==> src/sv/ipv4_header_generator_macros.svh <==
// ============================================================================
// IPv4 header generator assertion macros
// Concurrent assertion wrappers for the IPv4 header generator. The checking
// forms are compiled for simulation only and are empty for synthesis.
// ============================================================================
`ifndef IPV4_HEADER_GENERATOR_MACROS_SVH
`define IPV4_HEADER_GENERATOR_MACROS_SVH

`ifndef SYNTHESIS

// The consequent must hold at every clock edge at which the antecedent holds.
`define IPV4HG_ASSERT_IMPL(label, ante, cons) \
    label: assert property (@(posedge clk) disable iff (!rst_n) (ante) |-> (cons)) \
        else $error("ipv4 header generator: implication check failed");

// The expression must never be true at a clock edge.
`define IPV4HG_ASSERT_NEVER(label, expr) \
    label: assert property (@(posedge clk) disable iff (!rst_n) !(expr)) \
        else $error("ipv4 header generator: forbidden condition seen");

`else

`define IPV4HG_ASSERT_IMPL(label, ante, cons)
`define IPV4HG_ASSERT_NEVER(label, expr)

`endif

`endif

==> src/sv/ipv4hg_pkg.sv <==
// ============================================================================
// IPv4 header generator package
// Transfer types, header record and constants shared by the generator.
// ============================================================================
package ipv4hg_pkg;

    // Request transfer: one packet to be given a header.
    typedef struct packed {
        logic [15:0] payload_length;
        logic [7:0]  protocol;
        logic [31:0] source_addr;
        logic [31:0] dst_addr;
    } req_t;

    // Result transfer: one header word.
    typedef struct packed {
        logic [2:0]  word_index;
        logic [31:0] header_word;
        logic        last_word;
    } hdr_word_t;

    // A finished header, as held in the queue between front and back.
    typedef struct packed {
        logic [7:0]  tos;
        logic [15:0] tot_len;
        logic [15:0] ident;
        logic [7:0]  ttl;
        logic [7:0]  protocol;
        logic [15:0] checksum;
        logic [31:0] source_addr;
        logic [31:0] dst_addr;
    } hdr_rec_t;

    // Queue status seen by both of its neighbors.
    typedef struct packed {
        logic full;
        logic empty;
    } fifo_stat_t;

    localparam int FIFO_DEPTH = 2;
    localparam int FIFO_PTR_W = (FIFO_DEPTH > 1) ? $clog2(FIFO_DEPTH) : 1;
    localparam int FIFO_CNT_W = $clog2(FIFO_DEPTH + 1);

    localparam logic [7:0]  VERSION_IHL = 8'h45;
    localparam logic [15:0] HDR_BYTES   = 16'd20;
    localparam logic [2:0]  WORD_FIRST  = 3'd0;
    localparam logic [2:0]  WORD_IDENT  = 3'd1;
    localparam logic [2:0]  WORD_TTL    = 3'd2;
    localparam logic [2:0]  WORD_SRC    = 3'd3;
    localparam logic [2:0]  WORD_LAST   = 3'd4;

    // Configuration port.
    localparam int          APB_ADDR_W = 3;
    localparam logic        REG_TTL    = 1'b0;
    localparam logic        REG_TOS    = 1'b1;
    localparam logic [7:0]  TTL_RESET  = 8'd30;
    localparam logic [7:0]  TOS_RESET  = 8'd0;

endpackage

==> src/sv/ipv4hg_front.sv <==
// ============================================================================
// IPv4 header generator front end
// Accepts packet requests, assigns identification numbers and computes the
// header checksum across its stage register before queueing the header.
// ============================================================================
module ipv4hg_front (
    input  logic                   clk,
    input  logic                   rst_n,
    input  logic                   req_valid,
    output logic                   req_stall,
    input  ipv4hg_pkg::req_t       req,
    input  logic [7:0]             ttl,
    input  logic [7:0]             tos,
    input  ipv4hg_pkg::fifo_stat_t fifo_stat,
    output logic                   push,
    output ipv4hg_pkg::hdr_rec_t   push_rec
);

    logic                 stage_valid_reg;
    logic [15:0]          ident_reg;
    logic [15:0]          ident_next;
    ipv4hg_pkg::hdr_rec_t stage_reg;
    logic [18:0]          psum_reg;
    logic [18:0]          psum_next;
    logic [15:0]          total_next;
    logic                 accept;
    logic [19:0]          full_sum;
    logic [16:0]          fold1;
    logic [15:0]          fold2;

    assign push      = stage_valid_reg && !fifo_stat.full;
    assign req_stall = stage_valid_reg && fifo_stat.full;
    assign accept    = req_valid && !req_stall;

    assign ident_next = ident_reg + 16'd1;
    assign total_next = req.payload_length + ipv4hg_pkg::HDR_BYTES;

    // Everything but the total length is summed in the accept cycle.
    assign psum_next = 19'({ipv4hg_pkg::VERSION_IHL, tos})
                     + 19'(ident_reg)
                     + 19'({ttl, req.protocol})
                     + 19'(req.source_addr[31:16])
                     + 19'(req.source_addr[15:0])
                     + 19'(req.dst_addr[31:16])
                     + 19'(req.dst_addr[15:0]);

    // Second stage: add the total length, fold the carries twice and invert.
    assign full_sum = 20'(psum_reg) + 20'(stage_reg.tot_len);
    assign fold1    = 17'(full_sum[15:0]) + 17'(full_sum[19:16]);
    assign fold2    = fold1[15:0] + 16'(fold1[16]);

    always_comb
    begin
        push_rec          = stage_reg;
        push_rec.checksum = ~fold2;
    end

    always_ff @(posedge clk or negedge rst_n)
    begin
        if (!rst_n)
        begin
            stage_valid_reg <= 1'b0;
            ident_reg       <= '0;
        end
        else
        begin
            if (accept)
            begin
                stage_valid_reg <= 1'b1;
                ident_reg       <= ident_next;
            end
            else if (push)
            begin
                stage_valid_reg <= 1'b0;
            end
        end
    end

    always_ff @(posedge clk)
    begin
        if (accept)
        begin
            stage_reg.tos          <= tos;
            stage_reg.tot_len      <= total_next;
            stage_reg.ident        <= ident_reg;
            stage_reg.ttl          <= ttl;
            stage_reg.protocol     <= req.protocol;
            stage_reg.checksum     <= '0;
            stage_reg.source_addr  <= req.source_addr;
            stage_reg.dst_addr     <= req.dst_addr;
            psum_reg               <= psum_next;
        end
    end

endmodule

==> src/sv/ipv4hg_fifo.sv <==
// ============================================================================
// IPv4 header generator header queue
// Short queue of finished headers between the front end and the word emitter.
// ============================================================================
module ipv4hg_fifo (
    input  logic                   clk,
    input  logic                   rst_n,
    input  logic                   push,
    input  ipv4hg_pkg::hdr_rec_t   push_rec,
    input  logic                   pop,
    output ipv4hg_pkg::hdr_rec_t   head,
    output ipv4hg_pkg::fifo_stat_t fifo_stat
);

    ipv4hg_pkg::hdr_rec_t                 entry_reg [ipv4hg_pkg::FIFO_DEPTH];
    logic [ipv4hg_pkg::FIFO_PTR_W-1:0]    wr_ptr_reg;
    logic [ipv4hg_pkg::FIFO_PTR_W-1:0]    rd_ptr_reg;
    logic [ipv4hg_pkg::FIFO_CNT_W-1:0]    count_reg;
    logic [ipv4hg_pkg::FIFO_PTR_W-1:0]    wr_ptr_next;
    logic [ipv4hg_pkg::FIFO_PTR_W-1:0]    rd_ptr_next;

    localparam logic [ipv4hg_pkg::FIFO_PTR_W-1:0] PtrLast =
        ipv4hg_pkg::FIFO_PTR_W'(ipv4hg_pkg::FIFO_DEPTH - 1);
    localparam logic [ipv4hg_pkg::FIFO_CNT_W-1:0] CntFull =
        ipv4hg_pkg::FIFO_CNT_W'(ipv4hg_pkg::FIFO_DEPTH);

    assign wr_ptr_next = (wr_ptr_reg == PtrLast) ? '0 : wr_ptr_reg + 1'b1;
    assign rd_ptr_next = (rd_ptr_reg == PtrLast) ? '0 : rd_ptr_reg + 1'b1;

    assign head            = entry_reg[rd_ptr_reg];
    assign fifo_stat.full  = (count_reg == CntFull);
    assign fifo_stat.empty = (count_reg == '0);

    always_ff @(posedge clk or negedge rst_n)
    begin
        if (!rst_n)
        begin
            wr_ptr_reg <= '0;
            rd_ptr_reg <= '0;
            count_reg  <= '0;
        end
        else
        begin
            if (push)
            begin
                wr_ptr_reg <= wr_ptr_next;
            end
            if (pop)
            begin
                rd_ptr_reg <= rd_ptr_next;
            end
            if (push && !pop)
            begin
                count_reg <= count_reg + 1'b1;
            end
            else if (pop && !push)
            begin
                count_reg <= count_reg - 1'b1;
            end
        end
    end

    always_ff @(posedge clk)
    begin
        if (push)
        begin
            entry_reg[wr_ptr_reg] <= push_rec;
        end
    end

endmodule

==> src/sv/ipv4hg_back.sv <==
// ============================================================================
// IPv4 header generator word emitter
// Walks the header at the head of the queue one 32-bit word per transfer
// into an output register, releasing the entry with its last word.
// ============================================================================
module ipv4hg_back (
    input  logic                    clk,
    input  logic                    rst_n,
    input  ipv4hg_pkg::hdr_rec_t    head,
    input  ipv4hg_pkg::fifo_stat_t  fifo_stat,
    output logic                    pop,
    output logic                    hdr_valid,
    input  logic                    hdr_stall,
    output ipv4hg_pkg::hdr_word_t   hdr
);

    logic                  hdr_valid_reg;
    ipv4hg_pkg::hdr_word_t hdr_reg;
    logic [2:0]            idx_reg;
    logic [2:0]            idx_next;
    logic                  load;
    logic                  is_last;
    logic [31:0]           word_sel;

    assign load     = !fifo_stat.empty && (!hdr_valid_reg || !hdr_stall);
    assign is_last  = (idx_reg == ipv4hg_pkg::WORD_LAST);
    assign pop      = load && is_last;
    assign idx_next = is_last ? ipv4hg_pkg::WORD_FIRST : idx_reg + 3'd1;

    assign hdr_valid = hdr_valid_reg;
    assign hdr       = hdr_reg;

    always_comb
    begin
        case (idx_reg)
            ipv4hg_pkg::WORD_FIRST: word_sel = {ipv4hg_pkg::VERSION_IHL, head.tos,
                                                head.tot_len};
            ipv4hg_pkg::WORD_IDENT: word_sel = {head.ident, 16'h0000};
            ipv4hg_pkg::WORD_TTL:   word_sel = {head.ttl, head.protocol, head.checksum};
            ipv4hg_pkg::WORD_SRC:   word_sel = head.source_addr;
            ipv4hg_pkg::WORD_LAST:  word_sel = head.dst_addr;
            default:                word_sel = '0;
        endcase
    end

    always_ff @(posedge clk or negedge rst_n)
    begin
        if (!rst_n)
        begin
            hdr_valid_reg <= 1'b0;
            idx_reg       <= ipv4hg_pkg::WORD_FIRST;
        end
        else
        begin
            if (load)
            begin
                hdr_valid_reg <= 1'b1;
                idx_reg       <= idx_next;
            end
            else if (!hdr_stall)
            begin
                hdr_valid_reg <= 1'b0;
            end
        end
    end

    always_ff @(posedge clk)
    begin
        if (load)
        begin
            hdr_reg.word_index  <= idx_reg;
            hdr_reg.header_word <= word_sel;
            hdr_reg.last_word   <= is_last;
        end
    end

endmodule

==> src/sv/ipv4_header_generator.sv <==
// ============================================================================
// IPv4 header generator
// Builds a 20-byte IPv4 header for each packet request and emits it as five
// big-endian 32-bit words.
// ============================================================================
// Each request transfer (payload length, protocol, source and destination
// address) yields five header transfers on the hdr channel, word_index 0 to
// 4, with last_word set on the fifth. Version 4 and IHL 5 are fixed, flags
// and fragment offset are zero, TOS and TTL come from the registers at
// address 0x4 and 0x0, and the identification field is a 16-bit counter that
// starts at zero after reset and advances by one per request. Total length is
// the payload length plus 20, modulo 65536. The checksum is the folded,
// inverted ones'-complement sum of the header. Sustained rate is set by the
// 32-bit result channel, which carries one header word per cycle while
// hdr_stall is low; requests are taken back to back while earlier
// headers are still being emitted, as long as the two-entry header queue has
// room. The request is registered with its partial checksum when it is
// accepted, the finished header is then written into the queue, and the
// output register is loaded from the head of the queue. Registers
// should only be written while no packet is in flight.
// ============================================================================
`include "ipv4_header_generator_macros.svh"

module ipv4_header_generator (
    input  logic                                clk,
    input  logic                                rst_n,
    // Configuration port.
    input  logic                                psel,
    input  logic                                penable,
    input  logic                                pwrite,
    input  logic [ipv4hg_pkg::APB_ADDR_W-1:0]   paddr,
    input  logic [31:0]                         pwdata,
    output logic [31:0]                         prdata,
    output logic                                pready,
    // Packet requests.
    input  logic                                req_valid,
    output logic                                req_stall,
    input  ipv4hg_pkg::req_t                    req,
    // Header words.
    output logic                                hdr_valid,
    input  logic                                hdr_stall,
    output ipv4hg_pkg::hdr_word_t               hdr
);

    logic [7:0]             ttl_reg;
    logic [7:0]             tos_reg;
    logic                   cfg_write;
    logic                   reg_sel;
    logic                   push;
    logic                   pop;
    ipv4hg_pkg::hdr_rec_t   push_rec;
    ipv4hg_pkg::hdr_rec_t   head;
    ipv4hg_pkg::fifo_stat_t fifo_stat;
    logic                   hdr_at_last;
    logic                   mid_xfer;
    logic [2:0]             idx_step;

    // Registers sit on 32-bit boundaries; the word address picks one of two.
    assign pready    = 1'b1;
    assign reg_sel   = paddr[ipv4hg_pkg::APB_ADDR_W-1];
    assign cfg_write = psel && penable && pwrite;

    always_comb
    begin
        case (reg_sel)
            ipv4hg_pkg::REG_TTL: prdata = 32'(ttl_reg);
            ipv4hg_pkg::REG_TOS: prdata = 32'(tos_reg);
            default:             prdata = '0;
        endcase
    end

    always_ff @(posedge clk or negedge rst_n)
    begin
        if (!rst_n)
        begin
            ttl_reg <= ipv4hg_pkg::TTL_RESET;
            tos_reg <= ipv4hg_pkg::TOS_RESET;
        end
        else if (cfg_write)
        begin
            case (reg_sel)
                ipv4hg_pkg::REG_TTL: ttl_reg <= pwdata[7:0];
                ipv4hg_pkg::REG_TOS: tos_reg <= pwdata[7:0];
                default:             ttl_reg <= ttl_reg;
            endcase
        end
    end

    // The front end takes requests and finishes each header's checksum.
    ipv4hg_front u_front (
        .clk       (clk),
        .rst_n     (rst_n),
        .req_valid (req_valid),
        .req_stall (req_stall),
        .req       (req),
        .ttl       (ttl_reg),
        .tos       (tos_reg),
        .fifo_stat (fifo_stat),
        .push      (push),
        .push_rec  (push_rec)
    );

    // The queue lets the front end keep accepting while words drain.
    ipv4hg_fifo u_fifo (
        .clk       (clk),
        .rst_n     (rst_n),
        .push      (push),
        .push_rec  (push_rec),
        .pop       (pop),
        .head      (head),
        .fifo_stat (fifo_stat)
    );

    // The back end turns each queued header into five word transfers.
    ipv4hg_back u_back (
        .clk       (clk),
        .rst_n     (rst_n),
        .head      (head),
        .fifo_stat (fifo_stat),
        .pop       (pop),
        .hdr_valid (hdr_valid),
        .hdr_stall (hdr_stall),
        .hdr       (hdr)
    );

    // Helpers for the checks below: a taken word that is not the last, and
    // the index that must follow it.
    assign hdr_at_last = (hdr.word_index == ipv4hg_pkg::WORD_LAST);
    assign mid_xfer    = hdr_valid && !hdr_stall && !hdr.last_word;
    assign idx_step    = hdr.word_index + 3'd1;

    // A header must never be pushed into a full queue.
    `IPV4HG_ASSERT_NEVER(a_no_push_when_full, push && fifo_stat.full)

    // The last-word flag marks exactly the fifth word.
    `IPV4HG_ASSERT_IMPL(a_last_is_fifth, hdr_valid, hdr.last_word == hdr_at_last)

    // After a word other than the last is taken, the next word follows in order.
    `IPV4HG_ASSERT_IMPL(a_word_order, hdr_valid && $past(mid_xfer), hdr.word_index == $past(idx_step))

    // A queue entry is released only together with its last word; the check asserts the queue is not empty then.
    `IPV4HG_ASSERT_IMPL(a_pop_on_last, pop, !fifo_stat.empty)

endmodule
==> config.mk <==
export PLATFORM = sky130hd
export DESIGN_NAME = ipv4_header_generator
export DESIGN_NICKNAME = d
export VERILOG_FILES = /design/src/sv/ipv4hg_pkg.sv /design/src/sv/ipv4hg_front.sv /design/src/sv/ipv4hg_fifo.sv /design/src/sv/ipv4hg_back.sv /design/src/sv/ipv4_header_generator.sv
export VERILOG_INCLUDE_DIRS = /design/src /design/src/sv
export SDC_FILE = /design/constraint.sdc
export NUM_CORES = 1
export LEC_CHECK = 0
export ABC_CLOCK_PERIOD_IN_PS = 8220
export BUFFER_PORTS_ARGS = -buffer_cell sky130_fd_sc_hd__buf_2
export CORE_MARGIN = 8
export CORE_UTILIZATION = 60
export DETAILED_ROUTE_END_ITERATION = 10
export GPL_TIMING_DRIVEN = 0
export PLACE_DENSITY = 0.78
export SKIP_CTS_REPAIR_TIMING = 1
export SLEW_MARGIN = 25
export SYNTH_ARGS = -nofsm -noshare
export SYNTH_HDL_FRONTEND = slang
export SYNTH_HIERARCHICAL = 1
export SYNTH_SLANG_ARGS = --single-unit
==> constraint.sdc <==
create_clock -name clk -period 8.22 [get_ports clk]
set_input_delay 1.644 -clock clk [delete_from_list [all_inputs] [get_ports clk]]
set_output_delay 1.644 -clock clk [all_outputs]
set_load 0.02 [all_outputs]
Word-level counts from Yosys, hierarchy flattened

Memories as Yosys holds them, arrays and structs flattened.
Index checks and enable logic that the tools add are counted.
W data, S select, Z words.

Flip-flop bits (word level): 216
Bits in writable memories: 272
Bits of input ports: 130
Output and inout port bits: 71
Word-level logic and storage cells: 81
Memories: 1

Memory list:

| name             | depth | width | read ports | clocked after memory_dff | wr ports | line              | text |
|---|---|---|---|---|---|---|---|
| u_fifo.entry_reg | 2     | 136   | 1          | 0                        | 1        | ipv4hg_fifo.sv:15 | `ipv4hg_pkg::hdr_rec_t entry_reg [ipv4hg_pkg::FIFO_DEPTH];` |

$add $sub $neg: 16
Equality and inequality tests: 6
Mux-type cells: 13
Bitwise gates (word level): 2
Reduce and logical (&&, ||, !) cells: 23

Operator list:

| operator                | number |
|---|---|
| $pmux W32 S5            | 1 |
| $add A19 B16 Y19        | 5 |
| $pmux W32 S2            | 1 |
| $add A19 B16 Y20        | 1 |
| $add A15 B16 Y17        | 1 |
| $add A16 B4 Y17         | 1 |
| $add A16 B1 Y16         | 1 |
| $add A16 B1 Y16 const B | 1 |
| $add A16 B5 Y16 const B | 1 |
| $not A16 Y16            | 1 |
| $logic_and A1 B1 Y1     | 9 |
| $mux W1                 | 8 |
| $logic_not A1 Y1        | 7 |
| $eq A3 B2 Y1 const B    | 2 |
| $mux W2                 | 2 |
| $reduce_and A2 Y1       | 2 |
| $reduce_bool A2 Y1      | 2 |
| $add A3 B1 Y3 const B   | 1 |
| $eq A3 B1 Y1 const B    | 1 |
| $eq A3 B3 Y1 const B    | 1 |
| $logic_not A3 Y1        | 1 |
| $mux W3                 | 1 |
| $add A1 B1 Y1 const B   | 2 |
| $add A2 B1 Y2 const B   | 1 |
| 6 further kinds         | 6 |

Depth between registers and ports, before layout

Gate-level depths: netlist of run 1.

Depth after elaboration: 7
Gate-level depth with buffers: 27
Depth with buffers taken out: 27

Modules after synthesis

Netlist of run 1, hierarchy kept.

By module, submodules not included:

| module                | times used | cells an instance | area an instance (µm²) | sequential area each (µm²) |
|---|---|---|---|---|
| ipv4hg_fifo           | 1          | 439               | 10079.7                | 8267.9 |
| ipv4hg_front          | 1          | 682               | 9116.2                 | 4599.4 |
| ipv4hg_back           | 1          | 174               | 2202.1                 | 1181.1 |
| ipv4_header_generator | 1          | 70                | 927.1                  | 405.4 |

Worst setup path after synthesis of run 1

OpenSTA, ideal clock, no wires.

Kind: register to register
Start point: register u_fifo/count_reg[1] (netlist name)
End point: memory u_fifo/entry_reg[0][0] (netlist name), enable pin
Setup time: 0.649 ns
Data arrival time: 6.753 ns
Required time: 7.571 ns
Path slack: 0.817 ns
Cell stages (with the launch flop): 4
Path buffers: 0
Period minus slack after synthesis: 7.403 ns
Cells stage by stage: dfrtp_1 -> nor2b_1 -> nor2b_1 -> nor2b_1

RTL lines:

| item                   | line              | text |
|---|---|---|
| start, declared        | ipv4hg_fifo.sv:18 | `logic [ipv4hg_pkg::FIFO_CNT_W-1:0] count_reg;` |
| start signal, assigned | ipv4hg_fifo.sv:54 | `count_reg <= count_reg + 1'b1;` |
| start signal, assigned | ipv4hg_fifo.sv:58 | `count_reg <= count_reg - 1'b1;` |
| end, declared          | ipv4hg_fifo.sv:15 |  |

==> results of run 1 <==
==> cell families after synthesis <==
| logic type | Yosys count | synth area share (%) |
|---|---|---|
| mux | 176 | 9.01 |
| simple gates | 144 | 3.53 |
| flops | 488 | 64.7 |
| fa+ha+maj | 131 | 9.76 |
| buf+inv | 182 | 4.33 |
| compound gates | 159 | 5.20 |
| other cells | 2 | 0.0336 |
| xor+xnor | 83 | 3.39 |
==> worst min path at each step <==
stage / startpoint / endpoint / depth (start not counted)
after floorplan: u_front/push_rec[0] / u_fifo/entry_reg[0][0] / 0
after global placement: u_front/push_rec[134] / u_fifo/entry_reg[0][134] / 0
after detailed placement: u_front/push_rec[34] / u_fifo/entry_reg[0][34] / 0
after CTS: u_front/push_rec[9] / u_fifo/entry_reg[0][9] / 0
after global routing: u_front/push_rec[54] / u_fifo/entry_reg[0][54] / 0
final: u_front/push_rec[9] / u_fifo/entry_reg[0][9] / 0
==> power by group <==
group	leakage (uW)	switching, uW	internal, uW
combinational	0.00444	2840	2020
clock	0.000806	927	1330
sequential	0.00474	284	3920
==> critical path: stages (launching register included) <==
cell,delay (ns)
sky130_fd_sc_hd__edfxtp_1,0.42
sky130_fd_sc_hd__ha_1,0.22
sky130_fd_sc_hd__inv_1,0.06
sky130_fd_sc_hd__fa_1,0.39
sky130_fd_sc_hd__and2b_1,0.24
sky130_fd_sc_hd__o2111ai_1,0.22
sky130_fd_sc_hd__nand3_1,0.23
sky130_fd_sc_hd__a41oi_1,0.13
sky130_fd_sc_hd__o21ai_0,0.28
sky130_fd_sc_hd__a21oi_1,0.11
sky130_fd_sc_hd__o21bai_1,0.22
sky130_fd_sc_hd__xor2_1,0.37
sky130_fd_sc_hd__ha_1,0.25
sky130_fd_sc_hd__inv_1,0.06
sky130_fd_sc_hd__fa_1,0.39
sky130_fd_sc_hd__nor2b_1,0.12
sky130_fd_sc_hd__o21ai_0,0.09
sky130_fd_sc_hd__nand2b_1,0.11
sky130_fd_sc_hd__nand3_1,0.27
sky130_fd_sc_hd__nor2_1,0.24
sky130_fd_sc_hd__and3_1,0.25
sky130_fd_sc_hd__ha_1,0.19
sky130_fd_sc_hd__and3_1,0.20
sky130_fd_sc_hd__nand3_1,0.16
sky130_fd_sc_hd__or3_1,0.39
sky130_fd_sc_hd__a21oi_1,0.29
sky130_fd_sc_hd__a21boi_1,0.23
sky130_fd_sc_hd__xor2_1,0.24
==> synth_stat cells, drive strengths merged, types with 2 or more instances <==
| cell type | count |
|---|---|
| nand3b | 4 |
| o21bai | 6 |
| conb | 2 |
| ha | 59 |
| nor2b | 9 |
| a22oi | 17 |
| dfstp | 4 |
| a21boi | 4 |
| a221oi | 3 |
| buf | 41 |
| a21oi | 20 |
| fa | 72 |
| xnor2 | 54 |
| a21o | 12 |
| and2 | 6 |
| nand3 | 14 |
| o2111ai | 2 |
| nor3b | 2 |
| edfxtp | 447 |
| nand2b | 5 |
| clkbuf | 17 |
| a211oi | 3 |
| and2b | 2 |
| and3 | 6 |
| nor4b | 2 |
| a31oi | 2 |
| o21a | 5 |
| a222oi | 23 |
| nand4 | 9 |
| inv | 124 |
| xor2 | 29 |
| o21ai | 40 |
| nor2 | 36 |
| a32oi | 7 |
| or3 | 3 |
| nor3 | 6 |
| nand2 | 29 |
| mux2 | 176 |
| dfrtp | 37 |
| o211ai | 6 |
| or2 | 5 |
==> final cells by class <==
class / instances / area [sq um] / area share, %
multi-input combinational: 718 / 7000 / 27.3
sequential: 488 / 14500 / 56.3
clock buffer: 57 / 1270 / 4.93
inverter: 124 / 465 / 1.81
tap: 468 / 586 / 2.28
buffer: 58 / 505 / 1.97
clock inverter: 31 / 362 / 1.41
timing repair buffer: 161 / 1050 / 4.08
==> per-layer routing <==
| metal | wire (um) | global-route usage, % |
|---|---|---|
| met5 | 0 | 0 |
| met4 | 1410 | 8.04 |
| met1 | 21200 | 31.8 |
| met3 | 3620 | 3.71 |
| met2 | 25000 | 38.1 |
==> metrics by stage <==
step,hold slack [ns],util [%],instances
6_report,0.429,70.2,2105
5_1_grt,0.444,70.2,2105
4_1_cts,0.434,70.2,2105
3_5_place_dp,0.430,65.7,2017
3_3_place_gp,0.422,64.8,2004
2_1_floorplan,0.421,-,1388
==> impl_metrics.xml, run 1 <==
<?xml version="1.0" encoding="UTF-8"?>
<metrics>
  <group name="layout">
    <metric name="layout.cells.most_common" unit="">sky130_fd_sc_hd__edfxtp_1</metric>
    <metric name="n_fill_cell" unit="">2410</metric>
    <metric name="largest_register_ff_count" unit="">272</metric>
    <metric name="final_nets" unit="">1860</metric>
    <metric name="layout.cells.most_common_list" unit="">sky130_fd_sc_hd__edfxtp_1 (447), sky130_fd_sc_hd__mux2_2 (168), sky130_fd_sc_hd__buf_2 (150), sky130_fd_sc_hd__inv_1 (122), sky130_fd_sc_hd__fa_1 (72)</metric>
    <metric name="syn_to_layout_area_delta" unit="%">15.1</metric>
    <metric name="diodes" unit="">0</metric>
    <metric name="stdcell_area" unit="sq um">25700</metric>
    <metric name="drive_above_1_share" unit="%">29.6</metric>
  </group>
  <group name="setup_path">
    <metric name="cp_data_required_time" unit="ns">8.62</metric>
    <metric name="timing.rr.start" unit="">u_front/push_rec[112]</metric>
    <metric name="worstSetupStartpointType" unit="">flip-flop</metric>
    <metric name="critical_path_peak_fanout" unit="">7</metric>
    <metric name="timing.critical_path.to_type" unit="">flip-flop</metric>
    <metric name="worstSetupEndpoint" unit="">u_fifo/entry_reg[0][77]</metric>
    <metric name="r2r_setup_slack" unit="ns">1.66</metric>
    <metric name="critical_path_arrival" unit="ns">6.96</metric>
    <metric name="reg2regPathDepth" unit="">27</metric>
    <metric name="timing.critical_path.from" unit="">u_front/push_rec[112]</metric>
    <metric name="capture_point_of_the_worst_reg_to_reg_path" unit="">u_fifo/entry_reg[0][77]</metric>
    <metric name="critical_path_class" unit="">flip-flop to flip-flop</metric>
  </group>
  <group name="logic_synthesis">
    <metric name="number_of_enable_type_register_cells_in_the_synthesized_netlist" unit="">447</metric>
    <metric name="synth.area.top_cells" unit="">sky130_fd_sc_hd__edfxtp_1 (60%), sky130_fd_sc_hd__mux2_2 (8.5%), sky130_fd_sc_hd__fa_1 (6.5%), sky130_fd_sc_hd__dfrtp_1 (4.1%), sky130_fd_sc_hd__ha_1 (3.3%)</metric>
    <metric name="yosys.area.top_type" unit="">sky130_fd_sc_hd__edfxtp_1</metric>
    <metric name="syn_area" unit="sq um">22300</metric>
    <metric name="synth_seq_area_share" unit="%">64.7</metric>
    <metric name="synth-seq-cells" unit="">488</metric>
    <metric name="yosys_warnings" unit="">6</metric>
    <metric name="postSynthCellCount" unit="">1365</metric>
    <metric name="synth_top_cell_area_share" unit="%">60.1</metric>
    <metric name="synth_top_flop_cell" unit="">sky130_fd_sc_hd__edfxtp_1</metric>
    <metric name="synth_cell_type_count" unit="">75</metric>
    <metric name="syn-mean-instance-area" unit="sq um">16.4</metric>
    <metric name="async_reset_ff_share" unit="%">8.40</metric>
  </group>
  <group name="detailed_routing">
    <metric name="route.detailed.wl_per_inst" unit="um">24.3</metric>
    <metric name="viasPerCell" unit="">5.86</metric>
    <metric name="initialDrtViolationCount" unit="">1019</metric>
    <metric name="first_pass_iters" unit="">7</metric>
    <metric name="dr_total_vias" unit="">12300</metric>
    <metric name="route.final.wire_length" unit="um">51200</metric>
    <metric name="detail_route.drc_violations" unit="">0</metric>
    <metric name="postRouteAntennaNets" unit="">0</metric>
  </group>
  <group name="cts">
    <metric name="clock_latency" unit="ns">0.59</metric>
    <metric name="ctsHtreeMaxLevel" unit="">2</metric>
    <metric name="clock_sink_count" unit="">488</metric>
    <metric name="cts_buffer_depth" unit="">3</metric>
    <metric name="cts_tree" unit="">yes</metric>
    <metric name="cts-buffers-inserted" unit="">48</metric>
    <metric name="clkSlewWorstSetupHoldPaths" unit="ns">0.06</metric>
    <metric name="root_buffer" unit="">sky130_fd_sc_hd__clkbuf_16</metric>
  </group>
  <group name="placed_design">
    <metric name="dp_hpwl" unit="um">37400</metric>
    <metric name="number_of_buffer_cells_added_on_primary_ports" unit="">148</metric>
    <metric name="pre_cts_ws" unit="ns">1.52</metric>
    <metric name="placed_cell_area" unit="sq um">24100</metric>
    <metric name="gp_congestion" unit="">0.870</metric>
  </group>
  <group name="pwr">
    <metric name="fin_total_pwr" unit="uW">11300</metric>
    <metric name="pwr_density_cell" unit="nW/um^2">441</metric>
    <metric name="p_leak" unit="uW">0.00998</metric>
    <metric name="ir_worst_vdd" unit="V">0.000268</metric>
  </group>
  <group name="timing">
    <metric name="final.min_clock_period" unit="ns">6.56</metric>
    <metric name="final_hold_violation_count" unit="">0</metric>
    <metric name="timing.clock.skew" unit="ns">0.0220</metric>
    <metric name="grt_setup_unrepaired" unit="">false</metric>
    <metric name="min_period_over_period" unit="%">79.9</metric>
    <metric name="setup_viol_count_final" unit="">0</metric>
    <metric name="final.setup.tns" unit="ns">0</metric>
    <metric name="drv_slew" unit="">0</metric>
    <metric name="max_clock_freq" unit="MHz">152</metric>
    <metric name="worst_slew_margin_rel" unit="%">31.2</metric>
    <metric name="tightest_slew" unit="ns">1.03</metric>
    <metric name="fin_ws" unit="ns">1.66</metric>
  </group>
  <group name="global_routing">
    <metric name="gr-usage-all-layers" unit="%">23.3</metric>
    <metric name="grt_first_pass_wirelength" unit="um">76300</metric>
    <metric name="grt_max_degree" unit="">45</metric>
    <metric name="grt_pass1_vias" unit="">12700</metric>
    <metric name="congestion_overflow_gr" unit="">0</metric>
    <metric name="initial_antenna_violation_count" unit="">1</metric>
  </group>
  <group name="floorplan">
    <metric name="design.portCount" unit="">201</metric>
    <metric name="floorplan.core_area" unit="sq um">36600</metric>
    <metric name="die_h" unit="um">209</metric>
    <metric name="fp-row-count" unit="">70</metric>
    <metric name="die_area" unit="sq um">43600</metric>
    <metric name="initial_utilization" unit="%">61.0</metric>
    <metric name="dieWidth" unit="um">209</metric>
  </group>
  <group name="flow_run">
    <metric name="cap_violations" unit="">0</metric>
  </group>
  <group name="min_path">
    <metric name="worstHoldPathType" unit="">flip-flop to flip-flop</metric>
  </group>
  <group name="run_status">
    <metric name="run_status" unit="">complete, no violations</metric>
  </group>
</metrics>
No activity file was read; power rests on OpenSTA's default activity.
==> inputs of run 2 (changes only) <==
ABC_CLOCK_PERIOD_IN_PS = 5900   (was 8220)
CORE_UTILIZATION = 54   (was 60)
PLACE_DENSITY = 0.74   (was 0.78)
clock period = 5.9 ns   (was 8.22 ns; I/O delays follow)
==> impl_metrics.xml, run 2 (same netlist as run 1, synthesis figures left out) <==
<?xml version="1.0" encoding="UTF-8"?>
<metrics>
  <group name="run_status">
    <metric name="run_status" unit="">complete, no violations</metric>
  </group>
  <group name="timing">
    <metric name="final.min_clock_period" unit="ns">5.70</metric>
    <metric name="holdWs" unit="ns">0.441</metric>
    <metric name="timing.clock.skew" unit="ns">0.0241</metric>
    <metric name="drv_slew" unit="">0</metric>
    <metric name="worst_slew_margin_rel" unit="%">33.6</metric>
    <metric name="final.setup.tns" unit="ns">0</metric>
    <metric name="max_clock_freq" unit="MHz">176</metric>
    <metric name="setup_viol_count_final" unit="">0</metric>
    <metric name="tightest_slew" unit="ns">0.996</metric>
    <metric name="min_period_over_period" unit="%">96.5</metric>
    <metric name="final_hold_violation_count" unit="">0</metric>
    <metric name="grt_setup_unrepaired" unit="">false</metric>
  </group>
  <group name="setup_path">
    <metric name="critical_path_class" unit="">flip-flop to flip-flop</metric>
    <metric name="critical_path_arrival" unit="ns">6.00</metric>
    <metric name="worstSetupStartpointType" unit="">flip-flop</metric>
    <metric name="reg2regPathDepth" unit="">27</metric>
    <metric name="critical_path_peak_fanout" unit="">7</metric>
    <metric name="timing.critical_path.to_type" unit="">flip-flop</metric>
    <metric name="cp_data_required_time" unit="ns">6.21</metric>
  </group>
  <group name="placed_design">
    <metric name="number_of_buffer_cells_added_on_primary_ports" unit="">148</metric>
    <metric name="placed_cell_area" unit="sq um">24100</metric>
    <metric name="gp_congestion" unit="">0.844</metric>
    <metric name="dp_hpwl" unit="um">38500</metric>
  </group>
  <group name="min_path">
    <metric name="worstHoldPathType" unit="">flip-flop to flip-flop</metric>
    <metric name="hold_path_depth" unit="">0</metric>
  </group>
  <group name="cts">
    <metric name="ctsHtreeMaxLevel" unit="">2</metric>
    <metric name="root_buffer" unit="">sky130_fd_sc_hd__clkbuf_16</metric>
    <metric name="cts-buffers-inserted" unit="">48</metric>
    <metric name="clock_latency" unit="ns">0.59</metric>
    <metric name="cts_buffer_depth" unit="">3</metric>
    <metric name="clock_sink_count" unit="">488</metric>
    <metric name="cts_tree" unit="">yes</metric>
    <metric name="clkSlewWorstSetupHoldPaths" unit="ns">0.06</metric>
  </group>
  <group name="floorplan">
    <metric name="die_h" unit="um">219</metric>
    <metric name="dieWidth" unit="um">219</metric>
    <metric name="design.portCount" unit="">201</metric>
    <metric name="fp-row-count" unit="">74</metric>
    <metric name="initial_utilization" unit="%">54.7</metric>
    <metric name="die_area" unit="sq um">48100</metric>
    <metric name="floorplan.core_area" unit="sq um">40800</metric>
  </group>
  <group name="detailed_routing">
    <metric name="first_pass_iters" unit="">8</metric>
    <metric name="initialDrtViolationCount" unit="">1082</metric>
    <metric name="viasPerCell" unit="">5.58</metric>
    <metric name="route.detailed.wl_per_inst" unit="um">24.0</metric>
    <metric name="postRouteAntennaNets" unit="">0</metric>
    <metric name="dr_total_vias" unit="">12200</metric>
    <metric name="detail_route.drc_violations" unit="">0</metric>
    <metric name="route.final.wire_length" unit="um">52400</metric>
  </group>
  <group name="global_routing">
    <metric name="gr-usage-all-layers" unit="%">21.8</metric>
    <metric name="grt_max_degree" unit="">77</metric>
    <metric name="grt_first_pass_wirelength" unit="um">77600</metric>
    <metric name="congestion_overflow_gr" unit="">0</metric>
    <metric name="grt_pass1_vias" unit="">12800</metric>
    <metric name="initial_antenna_violation_count" unit="">0</metric>
  </group>
  <group name="layout">
    <metric name="largest_register_ff_count" unit="">272</metric>
    <metric name="layout.cells.most_common_list" unit="">sky130_fd_sc_hd__edfxtp_1 (447), sky130_fd_sc_hd__mux2_2 (168), sky130_fd_sc_hd__buf_2 (150), sky130_fd_sc_hd__inv_1 (122), sky130_fd_sc_hd__fa_1 (70)</metric>
    <metric name="diodes" unit="">0</metric>
    <metric name="final_nets" unit="">1869</metric>
    <metric name="stdcell_area" unit="sq um">25900</metric>
    <metric name="layout.cells.most_common" unit="">sky130_fd_sc_hd__edfxtp_1</metric>
    <metric name="syn_to_layout_area_delta" unit="%">15.9</metric>
    <metric name="drive_above_1_share" unit="%">31.1</metric>
  </group>
  <group name="flow_run">
    <metric name="cap_violations" unit="">0</metric>
  </group>
  <group name="pwr">
    <metric name="p_int" unit="uW">10100</metric>
    <metric name="netSwitchingPower" unit="uW">5800</metric>
    <metric name="pwr-share-clk" unit="%">18.5</metric>
    <metric name="swShare" unit="%">36.6</metric>
    <metric name="p_seq_share" unit="%">37.2</metric>
    <metric name="p_leak" unit="uW">0.00998</metric>
    <metric name="power.combinational.fraction" unit="%">44.3</metric>
    <metric name="ir_worst_vdd" unit="V">0.000318</metric>
    <metric name="pwr_density_cell" unit="nW/um^2">612</metric>
  </group>
</metrics>
-- run 2: cell types whose count changed in the layout (fill, tap and decap cells not counted), moves of 3 or more --
cell	change
sky130_fd_sc_hd__buf_4	+10
sky130_fd_sc_hd__clkbuf_1	+6
sky130_fd_sc_hd__ha_1	-3
sky130_fd_sc_hd__clkbuf_8	+8
sky130_fd_sc_hd__nand3_1	-3
sky130_fd_sc_hd__clkinv_2	-6
sky130_fd_sc_hd__bufinv_16	-6
sky130_fd_sc_hd__o21ai_0	-3
sky130_fd_sc_hd__a21oi_1	-3
sky130_fd_sc_hd__ha_2	+3
-- run 2: metrics by stage --
step | setup slack [ns] | cells | total power (uW) | utilization [%]
floorplan | 0.366 | 1388 | 10600 | -
global placement | -1.20 | 2068 | 12500 | 58.3
detailed placement | -0.628 | 2080 | 12700 | 59.1
CTS | -0.657 | 2169 | 15700 | 62.8
global route | 0.00473 | 2179 | 16800 | 63.4
finish | 0.204 | 2179 | 15900 | 63.4
-- run 2: power by group through the flow --
stage | clock, uW | combinational (uW) | sequential, uW
2_1_floorplan | 0 | 4580 | 6050
3_3_place_gp | 0 | 6400 | 6080
3_5_place_dp | 0 | 6750 | 5970
4_1_cts | 2980 | 6810 | 5900
5_1_grt | 3110 | 7650 | 5990
6_report | 2940 | 7030 | 5890
-- run 2: path summary, 6_finish.rpt --
path	slack (ns)	to	from
max	0.20	u_fifo/entry_reg[1][79]	u_front/push_rec[112]
min	0.44	u_fifo/entry_reg[1][135]	u_front/push_rec[135]
max reg2reg	0.20	u_fifo/entry_reg[1][79]	u_front/push_rec[112]
min reg2reg	0.44	u_fifo/entry_reg[1][135]	u_front/push_rec[135]
max in group asynchronous	4.89	u_front/ident_reg[11]	rst_n
min in group asynchronous	0.57	u_back/hdr_valid	rst_n
-- run 2: cell type report --
cell class,instances,area [sq um]
Buffer,58,512
Clock buffer,70,1390
Clock inverter,19,140
Fill cell,2940,14900
Inverter,124,465
Multi-Input combinational cell,718,7150
Sequential cell,488,14500
Tap cell,532,666
Timing Repair Buffer,170,1110
-- run 2: critical path: stages (launching register included) --
cell                        delay [ns]
sky130_fd_sc_hd__edfxtp_1         0.41
sky130_fd_sc_hd__ha_2             0.23
sky130_fd_sc_hd__inv_1            0.06
sky130_fd_sc_hd__fa_2             0.34
sky130_fd_sc_hd__and2b_2          0.26
sky130_fd_sc_hd__o2111ai_4        0.17
sky130_fd_sc_hd__nand3_2          0.15
sky130_fd_sc_hd__a41oi_2          0.12
sky130_fd_sc_hd__o21ai_2          0.21
sky130_fd_sc_hd__a21oi_1          0.10
sky130_fd_sc_hd__o21bai_1         0.25
sky130_fd_sc_hd__xor2_1           0.27
sky130_fd_sc_hd__ha_2             0.24
sky130_fd_sc_hd__inv_1            0.06
sky130_fd_sc_hd__fa_2             0.35
sky130_fd_sc_hd__nor2b_1          0.12
sky130_fd_sc_hd__o21ai_1          0.07
sky130_fd_sc_hd__nand2b_1         0.14
sky130_fd_sc_hd__nand3_4          0.15
sky130_fd_sc_hd__nor2_4           0.13
sky130_fd_sc_hd__and3_4           0.20
sky130_fd_sc_hd__ha_2             0.18
sky130_fd_sc_hd__and3_4           0.19
sky130_fd_sc_hd__nand3_4          0.09
sky130_fd_sc_hd__or3_4            0.44
sky130_fd_sc_hd__a21oi_4          0.16
sky130_fd_sc_hd__nand3b_1         0.14
sky130_fd_sc_hd__xnor2_2          0.19
-- run 2: per-layer routing --
| metal | routed length [um] | vias up | GRT usage [%] |
|---|---|---|---|
| met2 | 25400 | 460 | 35.5 |
| met1 | 21600 | 6124 | 29.5 |
| met5 | 0 | - | 0 |
| met4 | 1300 | 0 | 7.03 |
| met3 | 4060 | 86 | 3.94 |
| li1 | - | 5492 | - |
